## src/sv/dpps_pkg.sv

```systemverilog
// Shared types and constants of the deadband position stepper.
`timescale 1ns / 1ps

package dpps_pkg;

   localparam int CSR_ADDR_W = 5;
   localparam int CSR_DATA_W = 32;

   typedef enum logic [2:0] {
      REG_TARGET_OFFSET = 3'd0,
      REG_DEADBAND      = 3'd1,
      REG_GAIN_Q16      = 3'd2,
      REG_MAX_STEP_Q8   = 3'd3,
      REG_MIN_STEP_Q8   = 3'd4,
      REG_TIME_SCALE    = 3'd5
   } csr_reg_type;

   localparam logic signed [15:0] TARGET_OFFSET_RST = 16'sd31;
   localparam logic [7:0]         DEADBAND_RST      = 8'd3;
   localparam logic [15:0]        GAIN_Q16_RST      = 16'd3277;
   localparam logic [11:0]        MAX_STEP_Q8_RST   = 12'd1280;
   localparam logic [11:0]        MIN_STEP_Q8_RST   = 12'd77;
   localparam logic [9:0]         TIME_SCALE_RST    = 10'd100;

   localparam logic [15:0] MOVE_TIME_LIMIT = 16'd16384;

endpackage

```

## src/sv/dpps_req_if.sv

```systemverilog
// Input channel of the deadband position stepper.
`timescale 1ns / 1ps

interface dpps_req_if #(parameter int ANGLE_WIDTH = 18);
   logic                          valid;
   logic                          ready;
   logic signed [15:0]            measured_offset;
   logic signed [ANGLE_WIDTH-1:0] start_angle;
   logic [15:0]                   start_time;

   modport source (output valid, measured_offset, start_angle, start_time, input ready);
   modport sink (input valid, measured_offset, start_angle, start_time, output ready);
endinterface

```

## src/sv/dpps_rsp_if.sv

```systemverilog
// Result channel of the deadband position stepper.
`timescale 1ns / 1ps

interface dpps_rsp_if #(parameter int ANGLE_WIDTH = 18);
   logic                          valid;
   logic                          ready;
   logic signed [ANGLE_WIDTH-1:0] joint_angle;
   logic [15:0]                   move_time;
   logic                          aligned;
   logic                          moved;

   modport source (output valid, joint_angle, move_time, aligned, moved, input ready);
   modport sink (input valid, joint_angle, move_time, aligned, moved, output ready);
endinterface

```

## src/sv/deadband_p_position_stepper_top.sv

```systemverilog
// Deadband proportional position stepper: one joint, one shared multiplier.
//
// Usage:
//   req carries one beat per camera frame: measured_offset, start_angle and
//   start_time. rsp returns exactly one beat per request beat: joint_angle,
//   move_time, aligned and moved. The APB port (psel/penable/pwrite/paddr/
//   pwdata/prdata/pready) holds six registers at byte addresses 0..20; the
//   user must write them only while the block is idle, which the block does
//   not enforce; pready is tied high. The 16x16 multiplier is shared by
//   the gain product and the move-time product, and each beat is
//   sequenced through error multiply, clamp, time multiply and writeback,
//   where the result is registered.
//   req.ready is high only while the sequencer is idle; a new beat may be
//   taken while the previous result still waits on rsp.
//   If rsp stalls, the sequencer holds in writeback until the output
//   register frees, and state is updated only when the result is loaded.
//   Reset restores the register defaults, clears tracking, zeroes the held
//   angle and time and empties the output register.
`timescale 1ns / 1ps

module deadband_p_position_stepper_top
   import dpps_pkg::*;
#(
   parameter int ANGLE_WIDTH = 18
) (
   input  logic                  clock,
   input  logic                  reset,
   dpps_req_if.sink              req,
   dpps_rsp_if.source            rsp,
   input  logic                  psel,
   input  logic                  penable,
   input  logic                  pwrite,
   input  logic [CSR_ADDR_W-1:0] paddr,
   input  logic [CSR_DATA_W-1:0] pwdata,
   output logic [CSR_DATA_W-1:0] prdata,
   output logic                  pready
);

   localparam int SW = ((ANGLE_WIDTH > 13) ? ANGLE_WIDTH : 13) + 1;

   typedef enum logic [4:0] {
      ST_IDLE     = 5'b00001,
      ST_MUL_ERR  = 5'b00010,
      ST_CLAMP    = 5'b00100,
      ST_MUL_TIME = 5'b01000,
      ST_DONE     = 5'b10000
   } state_type;

   state_type state_ff, state_in;

   logic signed [15:0] target_ff;
   logic [7:0]         deadband_ff;
   logic [15:0]        gain_ff;
   logic [11:0]        max_step_ff;
   logic [11:0]        min_step_ff;
   logic [9:0]         time_scale_ff;

   logic                          tracking_ff;
   logic signed [ANGLE_WIDTH-1:0] held_angle_ff;
   logic [15:0]                   held_time_ff;

   logic signed [16:0]            err_ff;
   logic signed [ANGLE_WIDTH-1:0] start_angle_ff;
   logic [15:0]                   start_time_ff;
   logic [31:0]                   prod_ff;
   logic [11:0]                   mag_ff, mag_in;
   logic                          neg_ff;
   logic                          nonzero_ff;
   logic                          aligned_ff;
   logic                          load_ff;
   logic signed [ANGLE_WIDTH-1:0] new_angle_ff, new_angle_in;

   logic                          rsp_valid_ff;
   logic signed [ANGLE_WIDTH-1:0] out_angle_ff;
   logic [15:0]                   out_time_ff;
   logic                          out_aligned_ff;
   logic                          out_moved_ff;

   logic        csr_write;
   csr_reg_type csr_idx;
   logic        req_take;
   logic        out_free;
   logic [16:0] err_abs;
   logic [15:0] emag;
   logic [15:0] mul_a;
   logic [15:0] mul_b;
   logic [31:0] mul_p;
   logic [32:0] rounded;
   logic [24:0] mag_full;
   logic [11:0] mag_lim;
   logic signed [SW-1:0] sum;
   logic signed [SW-1:0] step;

   assign pready    = 1'b1;
   assign csr_write = psel && penable && pwrite && pready;
   assign csr_idx   = csr_reg_type'(paddr[4:2]);

   always_comb begin
      unique case (csr_idx)
         REG_TARGET_OFFSET: prdata = CSR_DATA_W'(signed'(target_ff));
         REG_DEADBAND:      prdata = CSR_DATA_W'(deadband_ff);
         REG_GAIN_Q16:      prdata = CSR_DATA_W'(gain_ff);
         REG_MAX_STEP_Q8:   prdata = CSR_DATA_W'(max_step_ff);
         REG_MIN_STEP_Q8:   prdata = CSR_DATA_W'(min_step_ff);
         REG_TIME_SCALE:    prdata = CSR_DATA_W'(time_scale_ff);
         default:           prdata = '0;
      endcase
   end

   always_ff @(posedge clock) begin
      if (reset) begin
         target_ff     <= TARGET_OFFSET_RST;
         deadband_ff   <= DEADBAND_RST;
         gain_ff       <= GAIN_Q16_RST;
         max_step_ff   <= MAX_STEP_Q8_RST;
         min_step_ff   <= MIN_STEP_Q8_RST;
         time_scale_ff <= TIME_SCALE_RST;
      end else if (csr_write) begin
         unique case (csr_idx)
            REG_TARGET_OFFSET: target_ff     <= signed'(pwdata[15:0]);
            REG_DEADBAND:      deadband_ff   <= pwdata[7:0];
            REG_GAIN_Q16:      gain_ff       <= pwdata[15:0];
            REG_MAX_STEP_Q8:   max_step_ff   <= pwdata[11:0];
            REG_MIN_STEP_Q8:   min_step_ff   <= pwdata[11:0];
            REG_TIME_SCALE:    time_scale_ff <= pwdata[9:0];
            default: ;
         endcase
      end
   end

   assign req.ready = (state_ff == ST_IDLE);
   assign req_take  = req.valid && req.ready;
   assign out_free  = !rsp_valid_ff || rsp.ready;

   assign err_abs = err_ff[16] ? 17'(-err_ff) : 17'(err_ff);
   assign emag    = err_abs[15:0];

   assign mul_a = (state_ff == ST_MUL_ERR) ? emag : {4'b0, mag_ff};
   assign mul_b = (state_ff == ST_MUL_ERR) ? gain_ff : {6'b0, time_scale_ff};
   assign mul_p = mul_a * mul_b;

   assign rounded  = {1'b0, prod_ff} + 33'd128;
   assign mag_full = rounded[32:8];
   assign mag_lim  = (mag_full > 25'(max_step_ff)) ? max_step_ff : mag_full[11:0];
   assign mag_in   = (nonzero_ff && (mag_lim < min_step_ff)) ? min_step_ff : mag_lim;

   assign step = neg_ff ? -signed'({{(SW-12){1'b0}}, mag_ff})
                        : signed'({{(SW-12){1'b0}}, mag_ff});
   assign sum  = SW'(held_angle_ff) + step;

   always_comb begin
      if (sum[SW-1:ANGLE_WIDTH-1] != {(SW-ANGLE_WIDTH+1){sum[SW-1]}}) begin
         new_angle_in = sum[SW-1] ? {1'b1, {(ANGLE_WIDTH-1){1'b0}}}
                                  : {1'b0, {(ANGLE_WIDTH-1){1'b1}}};
      end else begin
         new_angle_in = sum[ANGLE_WIDTH-1:0];
      end
   end

   always_comb begin
      state_in = state_ff;
      unique case (state_ff)
         ST_IDLE:     if (req_take) state_in = ST_MUL_ERR;
         ST_MUL_ERR:  state_in = ST_CLAMP;
         ST_CLAMP:    state_in = ST_MUL_TIME;
         ST_MUL_TIME: state_in = ST_DONE;
         ST_DONE:     if (out_free) state_in = ST_IDLE;
         default:     state_in = ST_IDLE;
      endcase
   end

   always_ff @(posedge clock) begin
      if (reset) begin
         state_ff <= ST_IDLE;
      end else begin
         state_ff <= state_in;
      end
   end

   always_ff @(posedge clock) begin
      if (req_take) begin
         err_ff         <= 17'(target_ff) - 17'(req.measured_offset);
         start_angle_ff <= req.start_angle;
         start_time_ff  <= req.start_time;
      end
      if (state_ff == ST_MUL_ERR) begin
         prod_ff    <= mul_p;
         neg_ff     <= err_ff[16];
         nonzero_ff <= (emag != 16'd0) && (gain_ff != 16'd0);
         aligned_ff <= emag < {8'b0, deadband_ff};
         load_ff    <= !tracking_ff;
      end
      if (state_ff == ST_CLAMP) begin
         mag_ff <= mag_in;
      end
      if (state_ff == ST_MUL_TIME) begin
         prod_ff      <= mul_p;
         new_angle_ff <= new_angle_in;
      end
   end

   always_ff @(posedge clock) begin
      if (reset) begin
         tracking_ff   <= 1'b0;
         held_angle_ff <= '0;
         held_time_ff  <= '0;
      end else if (state_ff == ST_DONE && out_free) begin
         if (aligned_ff) begin
            tracking_ff <= 1'b0;
         end else if (load_ff) begin
            tracking_ff   <= 1'b1;
            held_angle_ff <= start_angle_ff;
            held_time_ff  <= start_time_ff;
         end else begin
            held_angle_ff <= new_angle_ff;
            held_time_ff  <= prod_ff[23:8];
         end
      end
   end

   always_ff @(posedge clock) begin
      if (reset) begin
         rsp_valid_ff <= 1'b0;
      end else if (state_ff == ST_DONE && out_free) begin
         rsp_valid_ff <= 1'b1;
      end else if (rsp.ready) begin
         rsp_valid_ff <= 1'b0;
      end
   end

   always_ff @(posedge clock) begin
      if (state_ff == ST_DONE && out_free) begin
         out_aligned_ff <= aligned_ff;
         out_moved_ff   <= !aligned_ff && !load_ff;
         priority if (aligned_ff) begin
            out_angle_ff <= held_angle_ff;
            out_time_ff  <= held_time_ff;
         end else if (load_ff) begin
            out_angle_ff <= start_angle_ff;
            out_time_ff  <= start_time_ff;
         end else begin
            out_angle_ff <= new_angle_ff;
            out_time_ff  <= prod_ff[23:8];
         end
      end
   end

   assign rsp.valid       = rsp_valid_ff;
   assign rsp.joint_angle = out_angle_ff;
   assign rsp.move_time   = out_time_ff;
   assign rsp.aligned     = out_aligned_ff;
   assign rsp.moved       = out_moved_ff;

endmodule

```

## src/flat_wrapper.sv

```systemverilog
// flat-port wrapper written by rule: the top's interface ports become plain ports
module deadband_p_position_stepper_top_flat import dpps_pkg::*;
#(
   parameter int ANGLE_WIDTH = 18
)
  (clock, reset, psel, penable, pwrite, paddr, pwdata, prdata, pready, req_valid, req_measured_offset, req_start_angle, req_start_time, req_ready, rsp_valid, rsp_joint_angle, rsp_move_time, rsp_aligned, rsp_moved, rsp_ready);
  dpps_req_if #(.ANGLE_WIDTH(ANGLE_WIDTH)) req_i ();
  dpps_rsp_if #(.ANGLE_WIDTH(ANGLE_WIDTH)) rsp_i ();
  input  logic clock;
  input  logic reset;
  input  logic psel;
  input  logic penable;
  input  logic pwrite;
  input  logic [CSR_ADDR_W-1:0] paddr;
  input  logic [CSR_DATA_W-1:0] pwdata;
  output logic [CSR_DATA_W-1:0] prdata;
  output logic pready;
  input wire logic [$bits(req_i.valid)-1:0] req_valid;
  input wire logic [$bits(req_i.measured_offset)-1:0] req_measured_offset;
  input wire logic [$bits(req_i.start_angle)-1:0] req_start_angle;
  input wire logic [$bits(req_i.start_time)-1:0] req_start_time;
  output wire logic [$bits(req_i.ready)-1:0] req_ready;
  output wire logic [$bits(rsp_i.valid)-1:0] rsp_valid;
  output wire logic [$bits(rsp_i.joint_angle)-1:0] rsp_joint_angle;
  output wire logic [$bits(rsp_i.move_time)-1:0] rsp_move_time;
  output wire logic [$bits(rsp_i.aligned)-1:0] rsp_aligned;
  output wire logic [$bits(rsp_i.moved)-1:0] rsp_moved;
  input wire logic [$bits(rsp_i.ready)-1:0] rsp_ready;
  assign req_i.valid = req_valid;
  assign req_i.measured_offset = req_measured_offset;
  assign req_i.start_angle = req_start_angle;
  assign req_i.start_time = req_start_time;
  assign req_ready = req_i.ready;
  assign rsp_valid = rsp_i.valid;
  assign rsp_joint_angle = rsp_i.joint_angle;
  assign rsp_move_time = rsp_i.move_time;
  assign rsp_aligned = rsp_i.aligned;
  assign rsp_moved = rsp_i.moved;
  assign rsp_i.ready = rsp_ready;
  deadband_p_position_stepper_top #(.ANGLE_WIDTH(ANGLE_WIDTH)) u_core (.clock(clock), .reset(reset), .req(req_i), .rsp(rsp_i), .psel(psel), .penable(penable), .pwrite(pwrite), .paddr(paddr), .pwdata(pwdata), .prdata(prdata), .pready(pready));
endmodule
```

## config.mk

```make
export PLATFORM = sky130hd
export DESIGN_NAME = deadband_p_position_stepper_top_flat
export DESIGN_NICKNAME = d
export VERILOG_FILES = /design/src/sv/dpps_pkg.sv /design/src/sv/dpps_req_if.sv /design/src/sv/dpps_rsp_if.sv /design/src/sv/deadband_p_position_stepper_top.sv /design/src/flat_wrapper.sv
export SDC_FILE = /design/constraint.sdc
export NUM_CORES = 1
export LEC_CHECK = 0
export ABC_AREA = 1
export ABC_CLOCK_PERIOD_IN_PS = 9750
export BUFFER_PORTS_ARGS = -buffer_cell sky130_fd_sc_hd__buf_2
export CAP_MARGIN = 40
export CORE_UTILIZATION = 55
export DETAILED_ROUTE_END_ITERATION = 8
export GPL_ROUTABILITY_DRIVEN = 0
export PLACE_DENSITY = 0.83
export SLEW_MARGIN = 5
export SYNTH_ARGS = -nofsm -noshare
export SYNTH_HDL_FRONTEND = slang
export SYNTH_SLANG_ARGS = --single-unit
```

## constraint.sdc

```tcl
create_clock -name clock -period 9.75 [get_ports clock]
set_input_delay 1.4625 -clock clock [delete_from_list [all_inputs] [get_ports clock]]
set_output_delay 1.4625 -clock clock [all_outputs]
set_load 0.01 [all_outputs]
```

==> results.cfg, run 1 <==
[drt]
via_per_inst = 5.86
first_pass_iters = 9
drt-total-wl_um = 62500
drc = 11
detail-route-antenna-nets = 0
vias = 19970
dr.first_iter.drc_count = 2574
wl_per_cell_um = 18.4

[critical_path]
cp_max_fo = 10
crit_arrival_ns = 9.04
start_kind = flip-flop
crit_family = adder cells
regToRegSetupSlack_ns = 1.02
slowest_stage = fa_1
path_buf_inv = 8
rr_worst_depth = 32
end_kind = flip-flop
worstPathRequired_ns = 10.06
crit_path_max_incr_delay_ns = 0.56
rr_startpoint = u_core.err_ff[0]
setup.worst_path.class = reg -> reg
reg2reg_to = u_core.prod_ff[29]

[grt]
grt_max_degree = 71
gr-total-overflow = 0
grt_pass1_wl_um = 100000
antenna_found_initial = 0
grt_pass1_vias = 19940
gr-usage-all-layers = 0.304

[yosys]
synth_top_area_frac = 0.195
post_synth.cell_area_avg_um2 = 8.17
synth_edf_count = 146
async_reset_ff_frac = 0
yosysWarnings = 0
yosys-top-cells-area = edfxtp_1 (20%), fa_1 (17%), dfxtp_1 (10%), ha_1 (9.4%), nand2_1 (8.1%)
synth_largest_area_cell = edfxtp_1
seq_area_frac_synth = 0.297
synth_cell_types = 58
synthesis.area_um2 = 22500
syn_inst = 2752
syn-num-nets = 3210
synthTopCellsByCount = nand2_1 (487), inv_1 (475), nor2_1 (339)
yosysMostFrequentCell = nand2_1
ys_ff_latch = 261
ys.flop_type = edfxtp_1

[die]
die_h_um = 204
core_um2 = 40000
start_util = 0.562
die_w_um = 204
rows = 73
ios = 165
die-area_um2 = 41700

[worst_hold_path]
min_delay_path_depth = 1
hold_path.startpoint = u_core.tracking_ff
worstHoldEndpoint = u_core.load_ff
hp-class = reg -> reg

[clock_network]
path_clk_slew_ns = 0.06
cts.sinks = 261
numCtsBuffers = 28
cts_resized = 0
cts_tree = yes
clk_latency_ns = 0.58
cts_root_buffer = clkbuf_16
cts_hold_buf = 0
post_cts_buffers = 0
htreeDepth = 1
clk_path_buf_depth = 3

[layout]
num_antenna_cells = 0
nets = 3316
nFillCells = 3268
drive_gt1_frac = 0.0906
area_delta_synth_final_pct = 9.80

[run_status]
violations = design-rule violations
outcome = finished, violations left

[sta]
finalHoldWorstSlack_ns = 0.462
worstMarginPinSlew_ns = 0.985
rsz0062_at_grt = false
hold_viol = 0
min_period_ns = 8.73
final.setup.tns_ns = 0
setup_viol = 0
max_freq_ghz = 0.115
final_max_slew_viol_count = 0
fin_crit_sh = 0.895
skew_ns = 0.0176
relSlewSlack = 0.341

[power_and_ir_drop]
power_uw = 3310
power_density_nw_per_um2 = 134
leakage_uw = 0.0118
ir_drop_mv = 0.121

[flow_run]
maxCapViolCount = 0

[place]
hpwl_um = 48900
portBuffers = 145
[how the worst max path moves through the flow]
stage | from | to | cells past startpoint
2_1_floorplan | u_core.err_ff[0] | u_core.prod_ff[29] | 33
3_3_place_gp | u_core.err_ff[0] | u_core.prod_ff[29] | 32
3_5_place_dp | u_core.err_ff[0] | u_core.prod_ff[29] | 32
4_1_cts | u_core.err_ff[0] | u_core.prod_ff[29] | 32
5_1_grt | u_core.err_ff[0] | u_core.prod_ff[29] | 33
6_report | u_core.err_ff[0] | u_core.prod_ff[29] | 32
[logic make-up (layout without fill, tap and decap cells)]
| family | after synthesis | count (layout) | share of synthesized area |
|---|---|---|---|
| other | 1 | 1 | 0.000167 |
| AND/OR/NAND/NOR | 984 | 984 | 0.182 |
| adder cells (fa/ha/maj) | 364 | 364 | 0.268 |
| buffers and inverters | 573 | 701 | 0.0990 |
| XOR/XNOR | 81 | 81 | 0.0316 |
| AO/OA/AOI/OAI | 488 | 488 | 0.122 |
| flip-flops | 261 | 261 | 0.297 |
[sequential cells by signal (all words and copies together), names as in the netlist, 16 cells and up]
| register | cells |
|---|---|
| u_core.new_angle_ff | 18 |
| u_core.rsp.move_time | 16 |
| u_core.target_ff | 16 |
| u_core.held_time_ff | 16 |
| u_core.rsp.joint_angle | 18 |
| u_core.start_time_ff | 16 |
| u_core.prod_ff | 25 |
| u_core.held_angle_ff | 18 |
| u_core.gain_ff | 16 |
| u_core.start_angle_ff | 18 |
| u_core.err_ff | 17 |
[layout by cell type, fill, tap and decap left out, types with 9 or more instances in the layout]
| cell | count |
|---|---|
| nor2_4 | 9 |
| a221oi_1 | 12 |
| o21ai_0 | 171 |
| dfxtp_1 | 115 |
| nor2_1 | 337 |
| a21oi_1 | 190 |
| ha_1 | 169 |
| xor2_1 | 50 |
| buf_2 | 147 |
| nand3_1 | 61 |
| nor3_1 | 19 |
| nand4_1 | 23 |
| buf_4 | 18 |
| inv_1 | 474 |
| nand2_1 | 487 |
| a22oi_1 | 10 |
| fa_1 | 195 |
| a211oi_1 | 11 |
| clkbuf_16 | 28 |
| edfxtp_1 | 146 |
| o21ai_1 | 11 |
| a31oi_1 | 19 |
| o211ai_1 | 16 |
| xnor2_1 | 31 |
[layer usage]
layer | up-vias | GRT usage | part of all wire | wire length [µm]
li1 | 9057 | - | - | -
met1 | 9439 | 0.372 | 0.37 | 23200
met2 | 1206 | 0.499 | 0.46 | 28700
met3 | 268 | 0.0674 | 0.11 | 6700
met4 | 0 | 0.163 | 0.062 | 3860
met5 | - | 0 | 0 | 0
[layout make-up]
type | count | area, µm² | area share
timing repair buffer | 168 | 941 | 0.0381
sequential | 261 | 6690 | 0.271
inverter | 481 | 1810 | 0.0732
clock buffer | 34 | 753 | 0.0305
multi-input combinational | 1918 | 13600 | 0.550
clock inverter | 18 | 253 | 0.0102
tap | 525 | 657 | 0.0266
[stage by stage]
step           cell area, µm²  instances  worst slack, ns   util
2_1_floorplan           22500       2752             2.87      -
3_3_place_gp            23600       3347             1.60  0.590
3_5_place_dp            23700       3352             1.41  0.592
4_1_cts                 24700       3404             1.39  0.617
5_1_grt                 24700       3405            0.649  0.617
6_report                24700       3405             1.02  0.617
[power breakdown]
part	leakage (µW)	switching (µW)	internal (µW)	total, µW
registers	0.00229	26.9	1220	1250
logic	0.00902	611	298	909
clock network	0.000492	467	689	1160
Note: power is estimated with default switching activity, not from simulation.
==> run 2: changes to the inputs <==
--- a/config.mk
+++ b/config.mk
@@ -6,7 +6,7 @@
 export NUM_CORES = 1
 export LEC_CHECK = 0
 export ABC_AREA = 1
-export ABC_CLOCK_PERIOD_IN_PS = 9750
+export ABC_CLOCK_PERIOD_IN_PS = 9500
 export BUFFER_PORTS_ARGS = -buffer_cell sky130_fd_sc_hd__buf_2
 export CAP_MARGIN = 40
 export CORE_UTILIZATION = 55
==> constraint.sdc (replaced) <==
create_clock -name clock -period 9.5 [get_ports clock]
set_input_delay 1.425 -clock clock [delete_from_list [all_inputs] [get_ports clock]]
set_output_delay 1.425 -clock clock [all_outputs]
set_load 0.01 [all_outputs]
==> results.cfg, run 2 (synthesis results as in run 1) <==
[critical_path]
cp_max_fo = 10
end_kind = flip-flop
worstPathRequired_ns = 9.88
slowest_stage = fa_1
reg2reg_to = u_core.prod_ff[25]
regToRegSetupSlack_ns = 0.81
rr_startpoint = u_core.err_ff[0]
crit_path_max_incr_delay_ns = 0.56
critical_path.startpoint = u_core.err_ff[0]
start_kind = flip-flop
rr_worst_depth = 32
crit_top_cell = nand2_1
crit_arrival_ns = 9.07
setup.worst_path.class = reg -> reg
critPathCapture = u_core.prod_ff[25]

[drt]
via_per_inst = 5.79
wl_per_cell_um = 18.1
drc = 0
dr.first_iter.drc_count = 2092
vias = 19697
first_pass_iters = 6
drt-total-wl_um = 61800
detail-route-antenna-nets = 0

[layout]
post-route-util = 0.615
nets = 3316
regMostFlops = u_core.prod_ff
area_delta_synth_final_pct = 9.49
final_common_cell = nand2_1
final_cell_mix = nand2_1 (487), inv_1 (474), nor2_1 (337)
drive_gt1_frac = 0.0910
largest_reg_flops = 25
num_antenna_cells = 0

[sta]
skew_ns = 0.00941
setup_slack_ns = 0.810
min_period_ns = 8.69
fin_crit_sh = 0.915
setup_viol = 0
final_max_slew_viol_count = 0
max_freq_ghz = 0.115
worstMarginPinSlew_ns = 1.01
relSlewSlack = 0.321
final.setup.tns_ns = 0
hold_viol = 0
finalHoldWorstSlack_ns = 0.465
rsz0062_at_grt = false

[clock_network]
cts.sinks = 261
htreeDepth = 1
cts_hold_buf = 0
cts_tree = yes
clk_latency_ns = 0.56
path_clk_slew_ns = 0.06
clk_path_buf_depth = 3
numCtsBuffers = 27
post_cts_buffers = 0
cts_root_buffer = clkbuf_16
cts_resized = 0

[place]
portBuffers = 145
hpwl_um = 48700
dp_slack_ns = 1.22

[die]
die_w_um = 204
rows = 73
die-area_um2 = 41700
die_h_um = 204
core_um2 = 40000
start_util = 0.562
ios = 165

[grt]
grt_pass1_vias = 19518
gr-total-overflow = 0
grt_pass1_wl_um = 98700
grt_max_degree = 95
gr-usage-all-layers = 0.299
antenna_found_initial = 0

[power_and_ir_drop]
power_uw = 3260
leakage_uw = 0.0118
power_density_nw_per_um2 = 133
ir_drop_mv = 0.132

[flow_run]
maxCapViolCount = 0

[worst_hold_path]
hp-class = reg -> reg

[run_status]
outcome = finished, final reports clean
run 2: worst min path at each step:
stage / start / end / slack, ns / depth (start not counted)
after floorplan: u_core.tracking_ff / u_core.load_ff / 0.43 / 1
after global placement: u_core.tracking_ff / u_core.load_ff / 0.44 / 1
after detailed placement: u_core.held_time_ff[3] / u_core.held_time_ff[3] / 0.45 / 2
after CTS: u_core.held_time_ff[3] / u_core.held_time_ff[3] / 0.46 / 2
after global routing: u_core.held_time_ff[2] / u_core.held_time_ff[2] / 0.48 / 2
final: u_core.held_time_ff[7] / u_core.held_time_ff[7] / 0.46 / 2
run 2: metal layers:
| metal | GRT usage | up-vias | part of all wire |
|---|---|---|---|
| met1 | 0.372 | 9280 | 0.38 |
| met4 | 0.139 | 0 | 0.049 |
| li1 | - | 9051 | - |
| met3 | 0.0615 | 217 | 0.10 |
| met5 | 0 | - | 0 |
| met2 | 0.498 | 1149 | 0.47 |
run 2: final cells by class:
cell class | count | area [µm²]
clock buffer | 37 | 826
clock inverter | 13 | 82.6
inverter | 481 | 1810
tap | 525 | 657
multi-input combinational | 1918 | 13600
sequential | 261 | 6690
fill | 3248 | 15400
timing repair buffer | 169 | 968
run 2: critical path, delay by kind of cell (launching register included):
family                     cells  cell delay [ns]
adders and majority gates      8             3.61
DFF                            1             0.48
and+or+nand+nor               12             1.69
AOI/OAI and AO/OA              2             0.72
buffers and inverters          8             1.26
xor gates and xnor gates       2             0.73
run 2: stage by stage:
step | instance area [µm²] | instances
finish | 24600 | 3404
global route | 24600 | 3404
CTS | 24600 | 3404
detailed placement | 23700 | 3354
global placement | 23600 | 3346
floorplan | 22500 | 2752
run 2: power breakdown:
part / internal [µW] / leakage (µW) / switching [µW]
sequential: 1250 / 0.00229 / 27.7
clock: 611 / 0.000455 / 451
combinational: 307 / 0.00903 / 616
total: 2170 / 0.0118 / 1090
